<file path="config.mk">
export PLATFORM = sky130hd
export DESIGN_NAME = two_axis_iir_pd_servo_controller
export DESIGN_NICKNAME = d
export VERILOG_FILES = /design/src/design/tapsc_pkg.sv /design/src/design/tapsc_mac.sv /design/src/design/two_axis_iir_pd_servo_controller.sv
export SDC_FILE = /design/constraint.sdc
export NUM_CORES = 2
export LEC_CHECK = 0
export BUFFER_PORTS_ARGS = -buffer_cell sky130_fd_sc_hd__clkbuf_2
export CORE_MARGIN = 8
export CORE_UTILIZATION = 36
export CTS_CLUSTER_DIAMETER = 120
export DETAILED_ROUTE_END_ITERATION = 12
export PLACE_DENSITY = 0.64
export REMOVE_ABC_BUFFERS = 1
export SYNTH_ARGS = -nofsm -noshare
export SYNTH_HDL_FRONTEND = slang
export SYNTH_SLANG_ARGS = --single-unit
</file>
<file path="constraint.sdc">
create_clock -name clk -period 11.26 [get_ports clk]
set_input_delay 2.252 -clock clk [delete_from_list [all_inputs] [get_ports clk]]
set_output_delay 2.252 -clock clk [all_outputs]
set_load 0.02 [all_outputs]
</file>
<file path="src/design/tapsc_pkg.sv">
package tapsc_pkg;

  // Operand and accumulator widths of the shared multiply-accumulate unit.
  localparam int MAC_A_W = 24;
  localparam int MAC_B_W = 20;
  localparam int PROD_W  = MAC_A_W + MAC_B_W;
  localparam int ACC_W   = 64;

  // Filter coefficient tables, signed Q3.20. Taps past the fourth are zero.
  localparam int MAX_TAPS  = 8;
  localparam int TAP_IDX_W = 3;

  localparam logic signed [MAC_A_W-1:0] COEF_B [MAX_TAPS] = '{
    24'sd3039, 24'sd9117, 24'sd9117, 24'sd3039,
    24'sd0, 24'sd0, 24'sd0, 24'sd0
  };

  localparam logic signed [MAC_A_W-1:0] COEF_A [MAX_TAPS] = '{
    -24'sd2489419, 24'sd2023076, -24'sd557921, 24'sd0,
    24'sd0, 24'sd0, 24'sd0, 24'sd0
  };

  // Register indexes of the configuration port, one word per register.
  localparam logic [2:0] REG_SETPOINT_X   = 3'd0;
  localparam logic [2:0] REG_SETPOINT_Y   = 3'd1;
  localparam logic [2:0] REG_PROP_GAIN_X  = 3'd2;
  localparam logic [2:0] REG_DERIV_GAIN_X = 3'd3;
  localparam logic [2:0] REG_PROP_GAIN_Y  = 3'd4;
  localparam logic [2:0] REG_DERIV_GAIN_Y = 3'd5;

  // Alignment of a product before it enters the accumulator.
  typedef logic [1:0] shift_t;
  localparam shift_t SH_NONE = 2'd0;
  localparam shift_t SH_18   = 2'd1;
  localparam shift_t SH_20   = 2'd2;

  typedef struct packed {
    logic   clear;
    logic   issue;
    logic   accum;
    logic   neg;
    shift_t shift;
  } mac_ctrl_t;

  localparam logic signed [ACC_W-1:0] S36_MAX = 64'sd34359738367;
  localparam logic signed [ACC_W-1:0] S36_MIN = -64'sd34359738368;

  function automatic logic signed [35:0] sat36(input logic signed [ACC_W-1:0] v);
    logic signed [35:0] r;
    if (v > S36_MAX) begin
      r = 36'sh7FFFFFFFF;
    end else if (v < S36_MIN) begin
      r = 36'sh800000000;
    end else begin
      r = v[35:0];
    end
    return r;
  endfunction

endpackage

</file>
<file path="src/design/tapsc_mac.sv">
module tapsc_mac import tapsc_pkg::*; (
  input  logic                      clk,
  input  mac_ctrl_t                 ctrl,
  input  logic signed [MAC_A_W-1:0] op_a,
  input  logic signed [MAC_B_W-1:0] op_b,
  output logic signed [ACC_W-1:0]   acc
);

  logic signed [PROD_W-1:0] prod;
  logic                     prod_neg;
  shift_t                   prod_shift;
  logic signed [ACC_W-1:0]  term;

  // The product is registered; the accumulator adds the aligned and signed term from that register.
  always_comb begin
    term = ACC_W'(prod);
    case (prod_shift)
      SH_NONE: term = ACC_W'(prod);
      SH_18:   term = ACC_W'(prod) <<< 18;
      SH_20:   term = ACC_W'(prod) <<< 20;
      default: term = ACC_W'(prod);
    endcase
    if (prod_neg) begin
      term = -term;
    end
  end

  always_ff @(posedge clk) begin
    if (ctrl.issue) begin
      prod       <= op_a * op_b;
      prod_neg   <= ctrl.neg;
      prod_shift <= ctrl.shift;
    end
    if (ctrl.clear) begin
      acc <= '0;
    end else if (ctrl.accum) begin
      acc <= acc + term;
    end
  end

endmodule

</file>
<file path="src/design/two_axis_iir_pd_servo_controller.sv">
// Two-axis ball-balancing servo controller. Each input transfer carries one raw
// touch position sample per axis. For each axis, the sample goes through a fixed
// third-order IIR low-pass filter (signed Q3.20 coefficients, outputs kept in
// Q15.20 and saturated to 36 bits). The filtered position is subtracted from the
// axis setpoint, and the error and its change since the previous item are weighted
// by the proportional and derivative gains. The resulting force is turned into a
// tilt angle, clamped to 10..170 degrees, and into a servo PWM compare value.
// One output transfer follows every input transfer. All arithmetic runs through a
// single shared multiply-accumulate unit driven by a small sequencer, x axis first
// and then y axis; every product goes through a multiply state and then an
// accumulate state. The input side is not ready while an item is being
// worked on. The result sits in an output register, so a new item is taken while
// the previous result still waits; the block only stalls at the very end of an
// item if the previous result has still not been taken. Configuration registers
// sit at byte addresses 4*i in the order setpoint_x, setpoint_y, prop_gain_x,
// deriv_gain_x, prop_gain_y, deriv_gain_y, and should only be written while no
// item is in flight.
module two_axis_iir_pd_servo_controller import tapsc_pkg::*; #(
  parameter int TAPS        = 4,
  parameter int SAMPLE_BITS = 12
) (
  input  logic                                      clk,
  input  logic                                      rst,
  // Input stream.
  input  logic                                      s_tvalid,
  output logic                                      s_tready,
  // Fields from bit 0: x_sample, y_sample, zero padding to whole bytes.
  input  logic [((2*SAMPLE_BITS+7)/8)*8-1:0]        s_tdata,
  // Output stream.
  output logic                                      m_tvalid,
  input  logic                                      m_tready,
  // Fields from bit 0: x_compare[11:0], y_compare[11:0], x_angle[7:0], y_angle[7:0].
  output logic [39:0]                               m_tdata,
  // Configuration port.
  input  logic                                      psel,
  input  logic                                      penable,
  input  logic                                      pwrite,
  input  logic [4:0]                                paddr,
  input  logic [31:0]                               pwdata,
  output logic [31:0]                               prdata,
  output logic                                      pready
);

  // Filter terms per axis: TAPS feed-forward products, and two half products
  // for each of the TAPS-1 feedback taps (the 36-bit history is split in two).
  localparam int NF = 3*TAPS - 2;
  localparam int IW = $clog2(NF);

  localparam logic [3:0] S_IDLE = 4'd0;
  localparam logic [3:0] S_MUL  = 4'd1;
  localparam logic [3:0] S_ACC  = 4'd2;
  localparam logic [3:0] S_FRND = 4'd3;
  localparam logic [3:0] S_ERR  = 4'd4;
  localparam logic [3:0] S_DIF  = 4'd5;
  localparam logic [3:0] S_PSTO = 4'd6;
  localparam logic [3:0] S_DSTO = 4'd7;
  localparam logic [3:0] S_TSUM = 4'd8;
  localparam logic [3:0] S_ULIM = 4'd9;
  localparam logic [3:0] S_DEG  = 4'd10;
  localparam logic [3:0] S_CMP  = 4'd11;

  localparam logic [2:0] PH_FILT = 3'd0;
  localparam logic [2:0] PH_PROP = 3'd1;
  localparam logic [2:0] PH_DERV = 3'd2;
  localparam logic [2:0] PH_QUOT = 3'd3;
  localparam logic [2:0] PH_THRD = 3'd4;

  // 90 degrees expressed in the scaled domain: 9000 * 2^20.
  localparam logic signed [46:0] T_OFFSET = 47'sd9437184000;
  // Largest scaled value that still matters: 170 degrees times 100.
  localparam logic [14:0] U_LIMIT = 15'd17000;
  // Reciprocals for the divisions by 100 and by 3.
  localparam logic signed [MAC_A_W-1:0] RECIP_100 = 24'sd5243;
  localparam logic signed [MAC_A_W-1:0] RECIP_3   = 24'sd683;
  localparam logic [7:0]  ANGLE_MIN   = 8'd10;
  localparam logic [11:0] CMP_BASE    = 12'd3820;

  // Configuration registers.
  logic [12:0] setpoint_x;
  logic [12:0] setpoint_y;
  logic [15:0] prop_gain_x;
  logic [19:0] deriv_gain_x;
  logic [15:0] prop_gain_y;
  logic [19:0] deriv_gain_y;

  // Sequencer.
  logic [3:0]    state;
  logic [2:0]    phase;
  logic [IW-1:0] idx;
  logic          axis;

  // Per-axis filter and derivative history.
  logic [SAMPLE_BITS-1:0] hin      [2][TAPS];
  logic signed [35:0]     hout     [2][TAPS-1];
  logic signed [35:0]     last_err [2];

  // Working registers of the axis being computed.
  logic signed [35:0] filt;
  logic signed [35:0] err;
  logic signed [36:0] dlt;
  logic signed [41:0] force_q;
  logic signed [46:0] tsum;
  logic [14:0]        uclip;
  logic [7:0]         deg;
  logic [11:0]        res_xc;
  logic [7:0]         res_xa;

  // Output register.
  logic        out_valid;
  logic        out_load;
  logic [11:0] out_xc;
  logic [11:0] out_yc;
  logic [7:0]  out_xa;
  logic [7:0]  out_ya;

  // Shared multiply-accumulate unit.
  mac_ctrl_t                 mac_ctrl;
  logic signed [MAC_A_W-1:0] op_a;
  logic signed [MAC_B_W-1:0] op_b;
  logic signed [ACC_W-1:0]   acc;
  logic                      term_neg;
  shift_t                    term_shift;

  logic                   cfg_write;
  logic [2:0]             cfg_idx;
  logic                   in_xfer;
  logic [IW-1:0]          fj;
  logic [TAP_IDX_W-1:0]   ftap;
  logic                   fhi;
  logic                   ffwd;
  logic [SAMPLE_BITS-1:0] hin_sel;
  logic signed [35:0]     hout_sel;
  logic [12:0]            sp_sel;
  logic [15:0]            kp_sel;
  logic [19:0]            kd_sel;
  logic                   last_term;
  logic signed [ACC_W-1:0] rnd;
  logic signed [ACC_W-1:0] sp_diff;
  logic [7:0]             quot;
  logic [11:0]            cmp_val;

  assign pready    = 1'b1;
  assign cfg_idx   = paddr[4:2];
  assign cfg_write = psel & penable & pwrite & pready;

  always_comb begin
    case (cfg_idx)
      REG_SETPOINT_X:   prdata = 32'(setpoint_x);
      REG_SETPOINT_Y:   prdata = 32'(setpoint_y);
      REG_PROP_GAIN_X:  prdata = 32'(prop_gain_x);
      REG_DERIV_GAIN_X: prdata = 32'(deriv_gain_x);
      REG_PROP_GAIN_Y:  prdata = 32'(prop_gain_y);
      REG_DERIV_GAIN_Y: prdata = 32'(deriv_gain_y);
      default:          prdata = '0;
    endcase
  end

  assign s_tready = (state == S_IDLE);
  assign in_xfer  = s_tvalid & s_tready;
  assign m_tvalid = out_valid;
  assign m_tdata  = {out_ya, out_xa, out_yc, out_xc};

  // The finished y axis moves both results into the output register once it is
  // free or being emptied in the same cycle.
  assign out_load = (state == S_CMP) & axis & (~out_valid | m_tready);

  assign sp_sel = axis ? setpoint_y   : setpoint_x;
  assign kp_sel = axis ? prop_gain_y  : prop_gain_x;
  assign kd_sel = axis ? deriv_gain_y : deriv_gain_x;

  // Filter term decode: feed-forward terms first, then the feedback taps as
  // a low half and a high half each.
  always_comb begin
    ffwd = (idx < IW'(TAPS));
    fj   = idx - IW'(TAPS);
    if (ffwd) begin
      ftap = TAP_IDX_W'(idx);
      fhi  = 1'b0;
    end else begin
      ftap = TAP_IDX_W'(fj >> 1);
      fhi  = fj[0];
    end
    hin_sel  = '0;
    hout_sel = '0;
    for (int k = 0; k < TAPS; k++) begin
      if (ftap == TAP_IDX_W'(k)) begin
        hin_sel = hin[axis][k];
      end
    end
    for (int k = 0; k < TAPS - 1; k++) begin
      if (ftap == TAP_IDX_W'(k)) begin
        hout_sel = hout[axis][k];
      end
    end
  end

  // Operand selection for the shared unit.
  always_comb begin
    op_a       = '0;
    op_b       = '0;
    term_neg   = 1'b0;
    term_shift = SH_NONE;
    case (phase)
      PH_FILT: begin
        if (ffwd) begin
          op_a       = COEF_B[ftap];
          op_b       = MAC_B_W'(hin_sel);
          term_shift = SH_20;
        end else begin
          op_a     = COEF_A[ftap];
          term_neg = 1'b1;
          if (fhi) begin
            op_b       = MAC_B_W'(signed'(hout_sel[35:18]));
            term_shift = SH_18;
          end else begin
            op_b = MAC_B_W'(hout_sel[17:0]);
          end
        end
      end
      PH_PROP: begin
        op_a = MAC_A_W'(kp_sel);
        if (idx[0]) begin
          op_b       = MAC_B_W'(signed'(err[35:18]));
          term_shift = SH_18;
        end else begin
          op_b = MAC_B_W'(err[17:0]);
        end
      end
      PH_DERV: begin
        op_a = MAC_A_W'(kd_sel);
        if (idx[0]) begin
          op_b       = MAC_B_W'(signed'(dlt[36:18]));
          term_shift = SH_18;
        end else begin
          op_b = MAC_B_W'(dlt[17:0]);
        end
      end
      PH_QUOT: begin
        op_a = RECIP_100;
        op_b = MAC_B_W'(uclip);
      end
      PH_THRD: begin
        op_a = RECIP_3;
        op_b = MAC_B_W'({deg, 2'b00});
      end
      default: begin
        op_a = '0;
        op_b = '0;
      end
    endcase
  end

  always_comb begin
    case (phase)
      PH_FILT: last_term = (idx == IW'(NF - 1));
      PH_PROP: last_term = idx[0];
      PH_DERV: last_term = idx[0];
      default: last_term = 1'b1;
    endcase
  end

  // The accumulator keeps the compare product while the y result waits for the
  // output register; in S_CMP it is cleared only when the x axis hands over to the y axis.
  always_comb begin
    mac_ctrl.clear = (state inside {S_IDLE, S_DIF, S_PSTO, S_ULIM, S_DEG}) ||
                     ((state == S_CMP) && !axis);
    mac_ctrl.issue = (state == S_MUL);
    mac_ctrl.accum = (state == S_ACC);
    mac_ctrl.neg   = term_neg;
    mac_ctrl.shift = term_shift;
  end

  tapsc_mac u_mac (
    .clk  (clk),
    .ctrl (mac_ctrl),
    .op_a (op_a),
    .op_b (op_b),
    .acc  (acc)
  );

  // Datapath helpers for the single-step states.
  assign rnd     = acc + 64'sd524288;
  assign sp_diff = signed'({31'b0, sp_sel, 20'b0}) - ACC_W'(filt);
  assign quot    = acc[26:19];
  assign cmp_val = CMP_BASE - {4'b0, acc[18:11]};

  always_ff @(posedge clk) begin
    if (rst) begin
      setpoint_x   <= 13'd5000;
      setpoint_y   <= 13'd3340;
      prop_gain_x  <= 16'd4260;
      deriv_gain_x <= 20'd65536;
      prop_gain_y  <= 16'd4260;
      deriv_gain_y <= 20'd78643;
      state        <= S_IDLE;
      phase        <= PH_FILT;
      idx          <= '0;
      axis         <= 1'b0;
      out_valid    <= 1'b0;
      for (int a = 0; a < 2; a++) begin
        for (int k = 0; k < TAPS; k++) begin
          hin[a][k] <= '0;
        end
        for (int k = 0; k < TAPS - 1; k++) begin
          hout[a][k] <= '0;
        end
        last_err[a] <= '0;
      end
    end else begin
      if (cfg_write) begin
        case (cfg_idx)
          REG_SETPOINT_X:   setpoint_x   <= pwdata[12:0];
          REG_SETPOINT_Y:   setpoint_y   <= pwdata[12:0];
          REG_PROP_GAIN_X:  prop_gain_x  <= pwdata[15:0];
          REG_DERIV_GAIN_X: deriv_gain_x <= pwdata[19:0];
          REG_PROP_GAIN_Y:  prop_gain_y  <= pwdata[15:0];
          REG_DERIV_GAIN_Y: deriv_gain_y <= pwdata[19:0];
          default: ;
        endcase
      end

      if (out_load) begin
        out_valid <= 1'b1;
      end else if (m_tvalid && m_tready) begin
        out_valid <= 1'b0;
      end

      case (state)
        S_IDLE: begin
          if (in_xfer) begin
            // Both input histories take their new sample up front.
            for (int k = TAPS - 1; k > 0; k--) begin
              hin[0][k] <= hin[0][k-1];
              hin[1][k] <= hin[1][k-1];
            end
            hin[0][0] <= s_tdata[SAMPLE_BITS-1:0];
            hin[1][0] <= s_tdata[2*SAMPLE_BITS-1:SAMPLE_BITS];
            axis  <= 1'b0;
            phase <= PH_FILT;
            idx   <= '0;
            state <= S_MUL;
          end
        end
        S_MUL: begin
          state <= S_ACC;
        end
        S_ACC: begin
          if (last_term) begin
            case (phase)
              PH_FILT: state <= S_FRND;
              PH_PROP: state <= S_PSTO;
              PH_DERV: state <= S_DSTO;
              PH_QUOT: state <= S_DEG;
              PH_THRD: state <= S_CMP;
              default: state <= S_IDLE;
            endcase
          end else begin
            idx   <= idx + 1'b1;
            state <= S_MUL;
          end
        end
        S_FRND: begin
          // Round the Q40 sum to Q20 and saturate.
          filt  <= sat36(rnd >>> 20);
          state <= S_ERR;
        end
        S_ERR: begin
          err <= sat36(sp_diff);
          for (int k = TAPS - 2; k > 0; k--) begin
            hout[axis][k] <= hout[axis][k-1];
          end
          hout[axis][0] <= filt;
          state <= S_DIF;
        end
        S_DIF: begin
          dlt            <= 37'(err) - 37'(last_err[axis]);
          last_err[axis] <= err;
          phase          <= PH_PROP;
          idx            <= '0;
          state          <= S_MUL;
        end
        S_PSTO: begin
          force_q <= 42'(acc >>> 16);
          phase   <= PH_DERV;
          idx     <= '0;
          state   <= S_MUL;
        end
        S_DSTO: begin
          force_q <= force_q + 42'(acc >>> 16);
          state   <= S_TSUM;
        end
        S_TSUM: begin
          // Scaled angle: force * 9 + 90 degrees, in units of 2^-20 / 100 degree.
          tsum  <= (47'(force_q) <<< 3) + 47'(force_q) + T_OFFSET;
          state <= S_ULIM;
        end
        S_ULIM: begin
          // Negative values truncate to angles at or below zero and clamp low;
          // anything past 170 degrees clamps high.
          if (tsum[46]) begin
            uclip <= '0;
          end else if (tsum[45:20] >= 26'(U_LIMIT)) begin
            uclip <= U_LIMIT;
          end else begin
            uclip <= tsum[34:20];
          end
          phase <= PH_QUOT;
          idx   <= '0;
          state <= S_MUL;
        end
        S_DEG: begin
          deg   <= (quot < ANGLE_MIN) ? ANGLE_MIN : quot;
          phase <= PH_THRD;
          idx   <= '0;
          state <= S_MUL;
        end
        S_CMP: begin
          if (!axis) begin
            res_xc <= cmp_val;
            res_xa <= deg;
            axis   <= 1'b1;
            phase  <= PH_FILT;
            idx    <= '0;
            state  <= S_MUL;
          end else if (out_load) begin
            out_xc <= res_xc;
            out_xa <= res_xa;
            out_yc <= cmp_val;
            out_ya <= deg;
            state  <= S_IDLE;
          end
        end
        default: begin
          state <= S_IDLE;
        end
      endcase
    end
  end

endmodule

</file>
== After elaboration in Yosys (flattened, before gate mapping) ==
Memories as Yosys holds them, arrays and structs flattened. A register that Yosys moved wholly into a read port is not among the register bits.
Index checks and enable logic that the tools add are counted.

* Word-level logic and storage cells: 225
* Bits of input ports: 68
* RAM bits: 384
* Bits in read-only memories: 384
* Memories: 5
* Register bits after elaboration: 503
* Output and inout port bits: 75

* Magnitude comparators: 8
* Reduce and logical (&&, ||, !) cells: 38
* Bitwise operators: 18
* $add $sub $neg: 11
* Multipliers: 1
* Multiplexer cells: 85
* Equal/unequal tests: 30

{| class="wikitable"
|+ Memories
! memory !! depth !! width !! read ports !! clocked after Yosys merged registers in !! wr ports !! line !! text
|-
| hout || 2 || 108 || 1 || 1 || 2 || two_axis_iir_pd_servo_controller.sv:94 || <nowiki>logic signed [35:0] hout [2][TAPS-1];</nowiki>
|-
| (name not given) || 8 || 24 || 1 || 0 || 0 || two_axis_iir_pd_servo_controller.sv:210 || <nowiki>op_a = COEF_A[ftap];</nowiki>
|-
| (name not given) || 8 || 24 || 1 || 0 || 0 || two_axis_iir_pd_servo_controller.sv:206 || <nowiki>op_a = COEF_B[ftap];</nowiki>
|-
| hin || 2 || 48 || 3 || 1 || 2 || two_axis_iir_pd_servo_controller.sv:93 || <nowiki>logic [SAMPLE_BITS-1:0] hin [2][TAPS];</nowiki>
|-
| last_err || 2 || 36 || 1 || 1 || 2 || two_axis_iir_pd_servo_controller.sv:95 || <nowiki>logic signed [35:0] last_err [2];</nowiki>
|}

{| class="wikitable"
|+ Operators by type and width
! operator !! count
|-
| 2-to-1 mux 36 bit || 6
|-
| 2-to-1 mux 12 bit || 12
|-
| one-hot mux 63 bit (2 select lines) || 1
|-
| 2-to-1 mux 24 bit || 5
|-
| one-hot mux 20 bit (6 select lines) || 1
|-
| one-hot mux 24 bit (5 select lines) || 1
|-
| 2-to-1 mux 108 bit || 1
|-
| OR reduction 108 bit || 1
|-
| 2-to-1 mux 20 bit || 5
|-
| one-hot mux 20 bit (5 select lines) || 1
|-
| one-hot mux 42 bit (2 select lines) || 1
|-
| adder 64 x 21 -> 64 bit (second input constant) || 1
|-
| adder 64 bit || 1
|-
| 2-to-1 mux 64 bit || 1
|-
| negation 64 bit || 1
|-
| adder 46 x 35 -> 47 bit (second input constant) || 1
|-
| adder 45 x 42 -> 46 bit || 1
|-
| > comparator 44 x 36 -> 1 bit (second input constant) || 1
|-
| less-than comparator 44 x 36 -> 1 bit (second input constant) || 1
|-
| multiplier 24 x 20 -> 44 bit || 1
|-
| adder 42 bit || 1
|-
| > comparator 37 x 36 -> 1 bit (second input constant) || 1
|-
| less-than comparator 37 x 36 -> 1 bit (second input constant) || 1
|-
| subtractor 34 x 36 -> 37 bit || 1
|-
| 52 further kinds || 143
|}

== Depth between registers and ports, before layout ==
* Depth after elaboration: 10
* Gate-level depth with buffers: 45
* Gate-level depth less buffers: 38

== By module ==
A second synthesis with hierarchy kept.

* Cell total of the unflattened synthesis: 6974
* Area, all modules: 68524.5 sq um

{| class="wikitable"
|+ Modules (own cells, without submodules)
! module !! cells an instance !! area an instance (sq um) !! seq. area each (sq um) !! instances
|-
| two_axis_iir_pd_servo_controller || 3835 || 41344.7 || 21310.4 || 1
|-
| tapsc_mac || 3139 || 27179.8 || 2692.6 || 1
|}

== Least setup slack after synthesis ==
Ideal clock, no wire load.

* Path kind: reg-to-reg
* Start: register idx[0]
* End: register u_mac.prod[37] (data pin)
* Path slack: 755 ps
* Data required time: 11122 ps
* Arrival time: 10368 ps
* Stages on the path, launching flop included: 41
* Period minus slack after synthesis: 10505 ps
* Path buffers: 8
* Setup time: 138 ps
* Cells stage by stage: dfxtp_1 -> buf_1 -> buf_1 -> buf_1 -> clkbuf_1 -> nand2_1 -> o21ai_0 -> inv_1 -> ha_1 -> nand2_1 -> clkbuf_1 -> o221ai_1 -> a32oi_1 -> nor2_1 -> a31o_2 -> clkbuf_1 -> inv_1 -> clkbuf_1 -> (+5 left out) -> fa_1 -> fa_1 -> fa_1 -> inv_1 -> fa_1 -> inv_1 -> ha_1 -> a21o_1 -> a21o_1 -> a21o_1 -> a21o_1 -> a21o_1 -> a211oi_1 -> o31ai_1 -> a21oi_1 -> o21bai_1 -> or4_1 -> nand4_1

* Longest elaborated chain between the ends: 10
* Elaborated cells on any way between the ends: 30
* Those cells by class: add/sub (1); mul (1); order compare (1); eq/ne (3); mux (20); bitwise (1); reduce/logical (1); memory (2)

{| class="wikitable"
|+ Ends and longest elaborated chain
! what !! line !! text
|-
| start, declared || two_axis_iir_pd_servo_controller.sv:89 || <nowiki>logic [IW-1:0] idx;</nowiki>
|-
| start signal, assigned || two_axis_iir_pd_servo_controller.sv:358 || <nowiki>idx <= idx + 1'b1;</nowiki>
|-
| branches (longest 9 deep; another with memory (8 x 24 bit)) || n/a ||
|-
| multiplier 24 x 20 -> 44 bit (*) || tapsc_mac.sv:30 || <nowiki>prod <= op_a * op_b;</nowiki>
|-
| end signal, assigned || tapsc_mac.sv:30 ||
|-
| end, declared || tapsc_mac.sv:9 || <nowiki>logic signed [PROD_W-1:0] prod;</nowiki>
|}

Mark *: on every way between the ends. The select of a mux whose other input is x is not followed.
A chain may end at the register's enable or synchronous reset.

== Worst setup path after layout ==
* Start: register idx[1]
* End: register u_mac.prod[37] (data pin)

Same word-level chain as after synthesis.

==> impl_metrics.toml <==
[yosys]
synth-compound-area-share_pct = 11.7
synth-simple-area-share_pct = 15.3
yosys_warnings = 0
synth-xor-area-share_pct = 4.27
ys_async_sr_fraction_pct = 0
yosysSeqAreaShare_pct = 36.0
synthAdderAreaFrac_pct = 21.3
avgSynthCellArea_um2 = 9.74
syn_area_um2 = 66700
syn_inst = 6846
synth.distinct_cells = 92
synth_edf_count = 674
synthMuxAreaShare_pct = 5.23
synth_top_family_by_area = "adder cells"
ys_seq_elements = 862
ys.flop_type = "edfxtp_1"

[detailed_routing]
drt_wl_total_um = 204000
routed_via_density = 5.39
postRouteAntennaNets = 0
drt-pass1-iter-count = 6
wl_per_cell_um = 21.6
drc = 0
drt_iter0_markers = 4691
vias = 50900

[floorplanning]
initial_core_util_pct = 36.1
boundaryPins = 143
core-area_um2 = 185000
die_area_um2 = 199000
fp.dieH_um = 446
dieWidth_um = 446
std_cell_rows = 158

[setup_path]
start_kind = "flop"
endpoint_kind = "flop"
crit_path_max_fanout = 38
critPathCapture = "u_mac.prod[37]$_DFFE_PN_"
arrival_ns = 11.30
crit_path_max_incr_delay_ns = 0.62
r2r_setup_slack_ns = 0.55
path_common_cell = "fa_1"
worstPathRequired_ns = 11.85
crit_type = "flop to flop"
worst_r2r_startpoint = "idx[1]$_SDFFE_PP0P_"
critPathLaunch = "idx[1]$_SDFFE_PP0P_"
ff2ff_path_depth = 34
slowest_stage = "fa_1"
worstReg2RegEnd = "u_mac.prod[37]$_DFFE_PN_"

[final_layout]
nFillCells = 18000
fin_cells = 9436
fin_nets = 7773
syn2layout_area_growth_pct = 10.9
drive_gt1_share_pct = 8.79

[sta]
holdWs_ns = 0.385
rsz0062_at_grt = "false"
layout_min_cycle_time_ns = 10.71
tns_ns = 0
finalSetupViolations = 0
fmax_ghz = 0.0934
hold_viol = 0
clock_skew_ns = 0.0766
finalMaxSlewViolations = 0
min_period_over_period_pct = 95.1
slew_headroom_pct = 19.2
tightest_slew_ns = 1.21

[place]
place_hpwl_um = 153000
io_buffers = 111
dp.cells = 9237
finalWeightedCongestion = 0.953

[clock_tree]
clock-sinks = 862
cts_buffers = 103
cts.clk_slew.worst_paths_ns = 0.06
h-tree-depth = 3
clockBufferDepth = 3
clk_latency_ns = 0.76
tritoncts = "yes"
clock-root-buffer = "clkbuf_16"

[power_and_ir_drop]
peakVddDrop_v = 0.000479
p_leak_uw = 0.0307
p_per_area_nw_per_um2 = 168

[run]
drv_cap = 0

[global_route]
overflow = 0
grt_pass1_wl_um = 311000
grt_max_degree = 101
first_global_vias = 50600
grtUsageTotal_pct = 20.1
antenna_found_initial = 10

[min_path]
hold_path_class = "flop to flop"

[status]
status = "complete, no violations"
report_power, final:
part           total, uW  switching (uW)  internal (uW)
Combinational       5050            3150           1900
Sequential          3910             159           3750
Clock               3470            1470           1990
Total              12400            4780           7640
worst max-delay path, delay by kind of cell, from the launching register on:
kind | cells | cell delay [ns]
adders and majority gates | 9 | 4.47
and+or+nand+nor | 5 | 1.42
buffers and inverters | 7 | 1.16
AOI/OAI and AO/OA | 13 | 2.96
DFF | 1 | 0.46
layout by cell type (no fill, tap or decap), drive strengths merged, types with 78 or more instances in the layout:
cell type / count
o21ai: 308
a21oi: 352
buf: 151
edfxtp: 674
a21o: 122
xor2: 140
nand2: 790
nor2: 596
dfxtp: 188
mux2i: 228
nand3: 93
ha: 359
nor3: 78
clkbuf: 239
xnor2: 185
fa: 484
inv: 713
and2: 201
worst min path at each step:
stage	startpoint	cells after the start	slack, ns	end
final	res_xa[4]$_DFFE_PP_	0	0.38	out_xa[4]$_DFFE_PP_
after global routing	res_xa[4]$_DFFE_PP_	0	0.39	out_xa[4]$_DFFE_PP_
after CTS	res_xa[4]$_DFFE_PP_	0	0.39	out_xa[4]$_DFFE_PP_
after detailed placement	res_xa[4]$_DFFE_PP_	0	0.41	out_xa[4]$_DFFE_PP_
after global placement	res_xc[3]$_DFFE_PP_	0	0.40	out_xc[3]$_DFFE_PP_
after floorplan	res_xa[0]$_DFFE_PP_	0	0.40	out_xa[0]$_DFFE_PP_
Yosys cell counts, types with 44 or more instances:
| master | number | area [um2] |
|---|---|---|
| xor2_1 | 140 | 1230 |
| dfxtp_1 | 188 | 3760 |
| nand4_1 | 57 | 357 |
| nor2b_1 | 54 | 338 |
| o21ai_0 | 305 | 1530 |
| mux2_2 | 67 | 754 |
| nor2_1 | 596 | 2240 |
| mux2i_1 | 228 | 2280 |
| buf_1 | 44 | 165 |
| and2_1 | 200 | 1250 |
| inv_1 | 703 | 2640 |
| a21o_1 | 122 | 916 |
| ha_1 | 359 | 4490 |
| nand3_1 | 93 | 465 |
| and3_1 | 73 | 457 |
| nor3_1 | 77 | 385 |
| a31oi_1 | 44 | 275 |
| clkbuf_1 | 292 | 1100 |
| a21oi_1 | 352 | 1760 |
| nand2b_1 | 73 | 457 |
| nand2_1 | 790 | 2970 |
| edfxtp_1 | 674 | 20200 |
| xnor2_1 | 185 | 1620 |
| fa_1 | 484 | 9690 |
registers in the layout (all words and copies together) (netlist names), 27 cells and up, named ones only:
name / flops
force_q: 42
last_err: 72
dlt: 37
u_mac.prod: 44
filt: 36
hin: 96
hout: 216
err: 36
u_mac.acc: 64
tsum: 27
layer usage:
layer / track usage [%] / part of all wire, %
met2: 32.4 / 46
met5: 0 / 0.016
met4: 8.70 / 4.7
met3: 3.73 / 7.3
met1: 26.4 / 42
logic make-up after synthesis:
kind of cell | count (synthesis)
simple gates | 2188
compound gates | 1238
buf+inv | 1071
flops | 862
fa+ha+maj | 845
xor+xnor | 325
mux | 315
other cells | 2
stage by stage:
step / power [uW] / util, % / setup WS [ns] / cell area (um2)
final: 12400 / 40.0 / 0.550 / 73900
after global routing: 13200 / 40.0 / 0.0000835 / 73900
after CTS: 12600 / 40.0 / 0.433 / 73900
after detailed placement: 8960 / 38.1 / 0.522 / 70400
after global placement: 8990 / 38.1 / 0.613 / 70400
after floorplan: 7320 / - / -3.93 / 65300
layout make-up:
type,count,area [um2],share of cell area (%)
clock inverters,66,753,1.02
repair buffers,261,1800,2.43
well taps,2480,3100,4.20
flip-flops and latches,862,24000,32.5
clock buffers,129,2760,3.74
multi-input cells,4928,38800,52.5
diodes,4,10.0,0.0135
inverters,706,2650,3.59
timing repair:
item,in CTS,in global routing
gates resized for setup,0,2
hold buffers,0,0
buffers inserted,0,0
setup endpoints to repair,0,3
Power figures use the tool's default switching activity.
